--- src/sv/tcw_pkg.sv ---
`default_nettype none
// ----------------------------------------------------------------------------
// tcw_pkg
// Shared types and constants of the text console writer: field widths,
// operation and character codes, controller states and the command and
// status bundles between controller and datapath.
// ----------------------------------------------------------------------------
package tcw_pkg;

  localparam int unsigned InDataW  = 24;
  localparam int unsigned OutDataW = 64;

  // operation codes
  localparam logic [1:0] OP_PUT   = 2'd0;
  localparam logic [1:0] OP_CLEAR = 2'd1;
  localparam logic [1:0] OP_READ  = 2'd2;

  // configuration register indexes
  localparam logic [1:0] CFG_COLUMNS = 2'd0;
  localparam logic [1:0] CFG_ROWS    = 2'd1;
  localparam logic [1:0] CFG_COLOR   = 2'd2;

  // character codes
  localparam logic [7:0] CH_NUL   = 8'h00;
  localparam logic [7:0] CH_BS    = 8'h08;
  localparam logic [7:0] CH_TAB   = 8'h09;
  localparam logic [7:0] CH_LF    = 8'h0A;
  localparam logic [7:0] CH_CR    = 8'h0D;
  localparam logic [7:0] CH_SPACE = 8'h20;

  // cell value after reset: space in attribute 0x07
  localparam logic [15:0] CELL_RESET = 16'h0720;

  localparam logic [6:0] COLUMNS_RESET = 7'd80;
  localparam logic [4:0] ROWS_RESET    = 5'd25;
  localparam logic [7:0] COLOR_RESET   = 8'd7;

  typedef enum logic [3:0] {
    ST_INIT,
    ST_IDLE,
    ST_PUT,
    ST_BS_WR,
    ST_SCR_RD,
    ST_SCR_WR,
    ST_SCR_BL,
    ST_CLR,
    ST_RD,
    ST_RD_WAIT,
    ST_DONE
  } state_e;

  typedef enum logic [2:0] {
    WR_CHAR,
    WR_BLANK_CUR,
    WR_BLANK_IDX,
    WR_COPY,
    WR_INIT
  } wr_sel_e;

  typedef enum logic {
    RD_CELL,
    RD_SCROLL
  } rd_sel_e;

  typedef enum logic [2:0] {
    CUR_HOLD,
    CUR_NEXTROW,
    CUR_SCROLL,
    CUR_HOME,
    CUR_INC,
    CUR_BACK
  } cur_op_e;

  typedef enum logic [1:0] {
    K_PRINT,
    K_NEWLINE,
    K_IGNORE,
    K_BACKSPACE
  } ch_kind_e;

  typedef struct packed {
    logic    start;
    logic    idx_clr;
    logic    idx_inc;
    logic    wr_en;
    wr_sel_e wr_sel;
    logic    rd_en;
    rd_sel_e rd_sel;
    cur_op_e cur_op;
    logic    put_dec;
    logic    cell_load;
    logic    out_load;
  } cmd_t;

  typedef struct packed {
    logic     wrap;
    logic     last_row;
    logic     col_zero;
    logic     row_zero;
    ch_kind_e kind;
    logic     put_more;
    logic     copy_done;
    logic     sweep_last;
    logic     init_last;
    logic     rd_in_range;
    logic     out_busy;
  } sts_t;

endpackage
`default_nettype wire

--- src/sv/tcw_controller.sv ---
`default_nettype none
// ----------------------------------------------------------------------------
// tcw_controller
// Sequencer of the text console writer: puts, tab expansion, scroll and
// clear sweeps, cell reads and the hand-over of each result.
// ----------------------------------------------------------------------------
module tcw_controller (
  input  wire logic          clk_i,
  input  wire logic          rst_ni,
  input  wire logic          in_valid_i,
  input  wire logic [1:0]    in_op_i,
  input  wire tcw_pkg::sts_t sts_i,
  output logic               in_ready_o,
  output tcw_pkg::cmd_t      cmd_o
);
  import tcw_pkg::*;

  state_e state_q, state_d;
  logic   resume_put_q, resume_put_d;

  always_ff @(posedge clk_i or negedge rst_ni) begin
    if (!rst_ni) begin
      state_q      <= ST_INIT;
      resume_put_q <= 1'b0;
    end else begin
      state_q      <= state_d;
      resume_put_q <= resume_put_d;
    end
  end

  always_comb begin
    state_d      = state_q;
    resume_put_d = resume_put_q;
    in_ready_o   = 1'b0;
    cmd_o        = '0;
    cmd_o.wr_sel = WR_INIT;
    cmd_o.rd_sel = RD_CELL;
    cmd_o.cur_op = CUR_HOLD;

    case (state_q)
      ST_INIT: begin
        cmd_o.wr_en   = 1'b1;
        cmd_o.wr_sel  = WR_INIT;
        cmd_o.idx_inc = 1'b1;
        if (sts_i.init_last) begin
          state_d = ST_IDLE;
        end
      end

      ST_IDLE: begin
        in_ready_o = 1'b1;
        if (in_valid_i) begin
          cmd_o.start = 1'b1;
          case (in_op_i)
            OP_PUT: begin
              state_d = ST_PUT;
            end
            OP_CLEAR: begin
              cmd_o.idx_clr = 1'b1;
              state_d       = ST_CLR;
            end
            OP_READ: begin
              state_d = ST_RD;
            end
            default: begin
              state_d = ST_DONE;
            end
          endcase
        end
      end

      ST_PUT: begin
        if (sts_i.wrap) begin
          // pending wrap first, then the character itself
          if (sts_i.last_row) begin
            cmd_o.idx_clr = 1'b1;
            resume_put_d  = 1'b1;
            state_d       = ST_SCR_RD;
          end else begin
            cmd_o.cur_op = CUR_NEXTROW;
          end
        end else begin
          case (sts_i.kind)
            K_NEWLINE: begin
              if (sts_i.last_row) begin
                cmd_o.idx_clr = 1'b1;
                resume_put_d  = 1'b0;
                state_d       = ST_SCR_RD;
              end else begin
                cmd_o.cur_op  = CUR_NEXTROW;
                cmd_o.put_dec = sts_i.put_more;
                state_d       = sts_i.put_more ? ST_PUT : ST_DONE;
              end
            end
            K_BACKSPACE: begin
              if (sts_i.col_zero && sts_i.row_zero) begin
                cmd_o.put_dec = sts_i.put_more;
                state_d       = sts_i.put_more ? ST_PUT : ST_DONE;
              end else begin
                cmd_o.cur_op = CUR_BACK;
                state_d      = ST_BS_WR;
              end
            end
            K_PRINT: begin
              cmd_o.wr_en   = 1'b1;
              cmd_o.wr_sel  = WR_CHAR;
              cmd_o.cur_op  = CUR_INC;
              cmd_o.put_dec = sts_i.put_more;
              state_d       = sts_i.put_more ? ST_PUT : ST_DONE;
            end
            default: begin
              cmd_o.put_dec = sts_i.put_more;
              state_d       = sts_i.put_more ? ST_PUT : ST_DONE;
            end
          endcase
        end
      end

      ST_BS_WR: begin
        cmd_o.wr_en   = 1'b1;
        cmd_o.wr_sel  = WR_BLANK_CUR;
        cmd_o.put_dec = sts_i.put_more;
        state_d       = sts_i.put_more ? ST_PUT : ST_DONE;
      end

      ST_SCR_RD: begin
        if (sts_i.copy_done) begin
          state_d = ST_SCR_BL;
        end else begin
          cmd_o.rd_en  = 1'b1;
          cmd_o.rd_sel = RD_SCROLL;
          state_d      = ST_SCR_WR;
        end
      end

      ST_SCR_WR: begin
        cmd_o.wr_en   = 1'b1;
        cmd_o.wr_sel  = WR_COPY;
        cmd_o.idx_inc = 1'b1;
        state_d       = ST_SCR_RD;
      end

      ST_SCR_BL: begin
        cmd_o.wr_en   = 1'b1;
        cmd_o.wr_sel  = WR_BLANK_IDX;
        cmd_o.idx_inc = 1'b1;
        if (sts_i.sweep_last) begin
          cmd_o.cur_op = CUR_SCROLL;
          if (resume_put_q) begin
            state_d = ST_PUT;
          end else begin
            cmd_o.put_dec = sts_i.put_more;
            state_d       = sts_i.put_more ? ST_PUT : ST_DONE;
          end
        end
      end

      ST_CLR: begin
        cmd_o.wr_en   = 1'b1;
        cmd_o.wr_sel  = WR_BLANK_IDX;
        cmd_o.idx_inc = 1'b1;
        if (sts_i.sweep_last) begin
          cmd_o.cur_op = CUR_HOME;
          state_d      = ST_DONE;
        end
      end

      ST_RD: begin
        if (sts_i.rd_in_range) begin
          cmd_o.rd_en  = 1'b1;
          cmd_o.rd_sel = RD_CELL;
          state_d      = ST_RD_WAIT;
        end else begin
          state_d = ST_DONE;
        end
      end

      ST_RD_WAIT: begin
        cmd_o.cell_load = 1'b1;
        state_d         = ST_DONE;
      end

      ST_DONE: begin
        if (!sts_i.out_busy) begin
          cmd_o.out_load = 1'b1;
          state_d        = ST_IDLE;
        end
      end

      default: begin
        state_d = ST_IDLE;
      end
    endcase
  end

endmodule
`default_nettype wire

--- config.mk ---
export PLATFORM = sky130hd
export DESIGN_NAME = tcw_controller
export DESIGN_NICKNAME = d
export VERILOG_FILES = /design/src/sv/tcw_pkg.sv /design/src/sv/tcw_controller.sv
export SDC_FILE = /design/constraint.sdc
export NUM_CORES = 1
export LEC_CHECK = 0
export BUFFER_PORTS_ARGS = -buffer_cell sky130_fd_sc_hd__clkbuf_2
export CAP_MARGIN = 20
export CORE_UTILIZATION = 35
export CTS_BUF_LIST = sky130_fd_sc_hd__clkbuf_4 sky130_fd_sc_hd__clkbuf_8 sky130_fd_sc_hd__clkbuf_16
export DETAILED_ROUTE_END_ITERATION = 10
export PLACE_DENSITY_LB_ADDON = 0.15
export SYNTH_ARGS = -nofsm -noshare
export SYNTH_HDL_FRONTEND = slang
export SYNTH_SLANG_ARGS = --single-unit
--- constraint.sdc ---
create_clock -name clk_i -period 2.4 [get_ports clk_i]
set_input_delay 0.12 -clock clk_i [delete_from_list [all_inputs] [get_ports clk_i]]
set_output_delay 0.12 -clock clk_i [all_outputs]
set_load 0.02 [all_outputs]
==> impl_metrics.tcl, run 1 <==
set metrics [dict create \
    start_util_pct 38.4 \
    cp.required_ps 2280 \
    synth_area_sq_um 777 \
    p_int_uw 606 \
    reg2regPathDepth 5 \
    finalMaxSlewViolations 0 \
    cts_tree "built" \
    area_growth_pct 29.6 \
    slowest_stage "dfrtp_1" \
    period_share_pct 88.5 \
    yosysTopAreaCell "dfrtp_1" \
    end_kind "primary output" \
    grt_max_degree 19 \
    fill_cells 221 \
    path_max_fanout 12 \
    clock.fmax_mhz 471 \
    cts_max_level 1 \
    via_per_inst 5.32 \
    timing.rr.start "state_q[0]" \
    skew_ps 9.55 \
    globalRouteTotalUtil_pct 18.8 \
    rsz0062_at_grt "no" \
    gp_congestion 0.795 \
    ios 33 \
    slew_headroom_pct 73.6 \
    grt_pass1_wl_um 3460 \
    synth_ff_type "dfrtp_1" \
    crit_family "simple AND/OR/NAND/NOR gates" \
    synth_cells 103 \
    drc 0 \
    synth_edf_count 0 \
    cts_buffer_depth 2 \
    critical_path_arrival_ps 2000 \
    min_to "state_q[3]" \
    cts_sinks 5 \
    cpPeakStageDelay_ps 510 \
    min_from "sts_i[0]" \
    yosysSeqAreaShare_pct 16.1 \
    postRouteAntennaNets 0 \
    ys.warnings.count 0 \
    fp.dieH_um 49.1 \
    power.density_nw_per_um2 1210 \
    final_nets 156 \
    switching_share_pct 50.4 \
    rr_endpoint "state_q[0]" \
    crit_type "register to primary output" \
    drive_above_1_share_pct 37.0 \
    drv_cap 0 \
    grt_pass1_vias 750 \
    totalWireLength_um 2100 \
    p_comb_share_pct 74.4 \
    clockRootBuffer "clkbuf_4" \
    path_cells "nor4b_4, or3b_4, nor2_1, o21a_1, clkbuf_2" \
    min_path_cells 2 \
    core_area_sq_um 2020 \
    ir_drop_v 0.000515 \
    clkPwrFrac_pct 9.5 \
    placed_cells 160 \
    hp-class "input pin to register" \
    synth_most_common_cell "nor2_1" \
    final_cell_count_no_fill 165 \
    outcome "finished clean" \
    cts_inserted_buffers 3 \
    ys_ff_latch 5 \
    synth_top_cell_area_share_pct 16.1 \
    num_rows 16 \
    diodes 0 \
    setup_violations 0 \
    numPortBuffers 32 \
    hold_viol_final 0 \
    fp.dieW_um 49.1 \
    grt_overflow 0 \
    syn_nets 120 \
    drtIter0Drc 28 \
    clkTransAtPathRegs_ps 40 \
    syn_avg_cell_area_sq_um 7.54 \
    cp_num_buf_inv 1 \
    vias 877 \
    async_reset_ff_share_pct 100 \
    p_leak_nw 0.453 \
    setup_tns_ps 0 \
    setup.worst_path.start_class "register" \
    worst_pin_slew_ps 397 \
    seqPwrFrac_pct 16.1 \
    dieArea_sq_um 2410 \
    r2r_slack_ps 520 \
    yosys-top-cells-area "dfrtp_1, nor2_1, nand2b_1, xnor2_1, a21oi_1" \
    p_sw_uw 615 \
    final_util_pct 49.8 \
    clk_latency_ps 250 \
    fin_crit_ps 2120 \
    synth.distinct_cells 46 \
    dp.final_hpwl_um 1660 \
    post_drt_wl_per_cell_um 12.7 \
    antenna_found_initial 0 \
    dr.pass1.iters 4 \
]
==> power by group through the flow <==
stage	logic, mW	registers [mW]	clock network [mW]
6_report	0.909	0.197	0.115
5_1_grt	0.991	0.205	0.121
3_5_place_dp	0.904	0.196	0
2_1_floorplan	0.723	0.149	0
3_3_place_gp	0.912	0.198	0
4_1_cts	0.908	0.195	0.118
==> cell usage in the layout, fill, tap and decap left out, types with 2 or more instances in the layout <==
cell / Yosys / layout
clkbuf_2: 0 / 32
nand3b_1: 2 / 2
nand3_1: 2 / 2
o32a_1: 2 / 2
inv_1: 5 / 5
a21oi_1: 5 / 5
nor2b_1: 3 / 3
buf_4: 0 / 6
nand2b_1: 5 / 5
o22ai_1: 2 / 2
nor2_1: 11 / 11
xnor2_1: 3 / 3
nand2_1: 5 / 5
and3_1: 2 / 2
dfrtp_1: 5 / 5
o21ai_0: 5 / 5
and3b_1: 2 / 2
a32o_1: 2 / 2
nor3_1: 3 / 3
clkbuf_4: 0 / 4
or2_2: 2 / 2
nor3b_1: 3 / 3
a31o_2: 2 / 2
nor4b_1: 2 / 2
==> stage by stage <==
stage          hold slack (ps)  power, mW  instance area [sq um]  worst slack (ps)
3_5_place_dp             -51.2       1.10                    967               545
6_report                   149       1.22                   1010               276
5_1_grt                    166       1.32                   1010               146
2_1_floorplan             -176      0.872                    777               139
3_3_place_gp             -62.8       1.11                    967               547
4_1_cts                    150       1.22                   1010               274
==> how the worst max path moves through the flow <==
stage / cells past startpoint / start / end / slack (ps)
detailed placement: 5 / state_q[0] / cmd_o[2] / 540
finish: 5 / state_q[0] / cmd_o[2] / 280
CTS: 5 / state_q[0] / cmd_o[2] / 270
global placement: 5 / state_q[0] / cmd_o[2] / 550
floorplan: 4 / state_q[0] / cmd_o[13] / 140
global route: 5 / state_q[0] / cmd_o[11] / 150
==> final cells by class <==
class / count / area, sq um / area share [%]
well taps: 27 / 33.8 / 3.35
repair buffers: 39 / 215 / 21.4
flip-flops and latches: 5 / 125 / 12.4
multi-input cells: 85 / 584 / 58.0
clock buffers: 4 / 30.0 / 2.98
inverters: 5 / 18.8 / 1.86
==> cells by family after synthesis <==
family	after synthesis	synth area share, %
simple gates	52	42.4
compound gates	28	26.7
buf+inv	13	8.70
flops	5	16.1
xor+xnor	3	3.38
mux	2	2.74
==> sequential cells by signal, summed over array words and instances (netlist names) <==
signal / flops
resume_put_q: 1
state_q: 4
==> what timing repair did <==
| action | CTS | global route |
|---|---|---|
| gates resized for setup | 0 | 0 |
| hold endpoints to repair | 5 | 0 |
| buffers inserted | 0 | 0 |
| hold buffers | 1 | 0 |
==> per-layer routing <==
layer	part of all wire, %	track usage (%)	wire length (um)	vias to the layer above
met3	5.0	2.18	104	2
met5	0	0	0	-
met2	45	27.6	940	34
met4	1.2	7.35	25	0
met1	49	27.5	1030	390
li1	-	-	-	451
==> worst register-to-register path, cell delays in order (launching register included) <==
cell and delay [ps]:
dfrtp_1 510, buf_4 240, nor4b_1 150, o21ai_0 240, and3_1 280, mux2_2 340
(Power assumes the default switching activity.)
==> run 2, diff against run 1 <==
--- a/config.mk
+++ b/config.mk
@@ -5,6 +5,7 @@
 export SDC_FILE = /design/constraint.sdc
 export NUM_CORES = 1
 export LEC_CHECK = 0
+export ABC_AREA = 1
 export BUFFER_PORTS_ARGS = -buffer_cell sky130_fd_sc_hd__clkbuf_2
 export CAP_MARGIN = 20
 export CORE_UTILIZATION = 35
==> run 2 against run 1 <==
Against the previous run: sequential share of layout area increased by 1.2 points; fmax increased by 18%; largest power group unchanged; power decreased by 20%; clock power decreased by 4%; sequential cell count unchanged; synthesized cell count increased by 26%.
==> impl_metrics.tcl, run 2 <==
set metrics [dict create \
    cts_inserted_buffers 3 \
    synth_ff_type "dfrtp_1" \
    grt_pass1_vias 714 \
    gp_congestion 0.906 \
    final_nets 185 \
    async_reset_ff_share_pct 100 \
    num_rows 15 \
    fill_cells 196 \
    diodes 0 \
    clockRootBuffer "clkbuf_4" \
    clkTransAtPathRegs_ps 50 \
    layout_common_cells "nand2_1, clkbuf_2, inv_1" \
    postRouteAntennaNets 0 \
    setup_violations 0 \
    use_met1_pct 27.3 \
    finalMaxSlewViolations 0 \
    reg2regPathDepth 6 \
    grt_pass1_wl_um 3030 \
    grt_max_degree 10 \
    crit_type "register to primary output" \
    core_area_sq_um 1780 \
    synth.distinct_cells 21 \
    fin_crit_ps 1800 \
    total_power_uw 971 \
    globalRouteTotalUtil_pct 20.0 \
    min_to "resume_put_q" \
    synth_cells 130 \
    yosysSeqAreaShare_pct 18.2 \
    syn_nets 147 \
    post_drt_wl_per_cell_um 10.4 \
    stdcell_area_sq_um 918 \
    path_max_fanout 7 \
    drtIter0Drc 46 \
    cp.required_ps 2280 \
    ys_ff_latch 5 \
    start_util_pct 38.5 \
    p_leak_nw 0.604 \
    dr.pass1.iters 4 \
    drv_cap 0 \
    post_cts_buffers 0 \
    drc 0 \
    cts_sinks 5 \
    cts_max_level 1 \
    synthTopCellsByCount "nand2_1, inv_1, nor2_1" \
    numPortBuffers 32 \
    vias 908 \
    top_usage_layer "met2" \
    cts_buffer_depth 2 \
    grtUsageMet2_pct 31.9 \
    totalWireLength_um 1990 \
    synth_area_sq_um 687 \
    r2r_slack_ps 980 \
    clock.fmax_mhz 556 \
    outcome "finished clean" \
    rr_endpoint "state_q[1]" \
    dpl-instance-area_sq_um 878 \
    dp.final_hpwl_um 1680 \
    grtUsageMet3_pct 5.88 \
    min_path_cells 3 \
    reg.largest.list "state_q x4, resume_put_q x1" \
    dieArea_sq_um 2140 \
    synth_most_common_cell "nand2_1" \
    yosysTopAreaCell "nand2_1" \
    ys.warnings.count 0 \
    skew_ps 3.93 \
    min_from "sts_i[10]" \
    synth_top_cell_area_share_pct 24.0 \
    layout_commonest_cell "nand2_1" \
    ios 33 \
    yosys-top-cells-area "nand2_1, dfrtp_1, inv_1, nor2_1, nand3_1" \
    slew_headroom_pct 71.8 \
    clk_latency_ps 240 \
    hp-class "input pin to register" \
    fin_hold_ws_ps 192 \
    top_register "state_q" \
    grt_overflow 0 \
    syn_avg_cell_area_sq_um 5.28 \
    power.density_nw_per_um2 1060 \
    fp.dieH_um 46.3 \
    critical_path_arrival_ps 1680 \
    final_util_pct 51.5 \
    via_per_inst 4.73 \
    fp.dieW_um 46.3 \
    hold_viol_final 0 \
    end_kind "primary output" \
    worst_pin_slew_ps 422 \
    drive_above_1_share_pct 29.3 \
    cts_tree "built" \
    ctsResizeCount 0 \
    ir_drop_v 0.000573 \
    antenna_found_initial 0 \
    timing.rr.start "state_q[0]" \
    period_share_pct 74.9 \
    setup.worst_path.start_class "register" \
    area_growth_pct 33.7 \
    largest_reg_flops 4 \
    rsz0062_at_grt "no" \
    setup_tns_ps 0 \
    synth_edf_count 0 \
]
run 2: cell types whose count changed after synthesis, moves of 5 or more:
cell and delta:
nand2_1 +39, inv_1 +18, nor2_1 +7, nor2_2 +5, nand2b_1 -5, nand3_1 +11
run 2: critical path: stages (launching register included):
cell      delay, ps
dfrtp_1         420
nor2_2          340
nand2_4         120
nor2_1          170
nand2_1          70
a31oi_1         130
clkbuf_2        190
run 2: worst max path at each step:
stage | start | to | slack, ps | cells past startpoint
floorplan | state_q[1] | cmd_o[11] | 780 | 4
global placement | state_q[3] | cmd_o[2] | 910 | 6
detailed placement | state_q[3] | cmd_o[2] | 870 | 6
CTS | state_q[3] | cmd_o[2] | 600 | 6
global route | state_q[3] | cmd_o[2] | 470 | 6
finish | state_q[3] | cmd_o[2] | 600 | 6
run 2: cells by family after synthesis:
| logic type | count (synthesis) | synth area share (%) |
|---|---|---|
| AOI/OAI and AO/OA | 10 | 8.93 |
| buffers and inverters | 25 | 13.7 |
| DFF | 5 | 18.2 |
| and+or+nand+nor | 90 | 59.2 |
run 2: cell type report:
type	count	area [sq um]	area share (%)
clock buffers	4	30.0	3.27
inverters	25	93.8	10.2
multi-input cells	100	468	51.0
flip-flops and latches	5	125	13.6
well taps	25	31.3	3.41
repair buffers	33	170	18.5
run 2: metrics by stage:
step / instances / setup slack, ps
2_1_floorplan: 130 / 776
3_3_place_gp: 187 / 908
3_5_place_dp: 187 / 875
4_1_cts: 192 / 596
5_1_grt: 192 / 471
6_report: 192 / 602
run 2: metal layers:
metal | wire [um] | share of wire [%]
met5 | 0 | 0
met4 | 0 | 0
met3 | 117 | 5.9
met2 | 915 | 46
met1 | 961 | 48
run 2: repair_timing:
action                                  4_1_cts  5_1_grt
endpoints found under the hold margin         5        0
endpoints found under the setup margin        0        0
hold buffers                                  1        0
run 2: where the power goes:
group          total, mW  switching [mW]  internal [mW]
Combinational      0.686           0.474          0.212
Clock              0.110          0.0361         0.0742
Sequential         0.175          0.0521          0.122
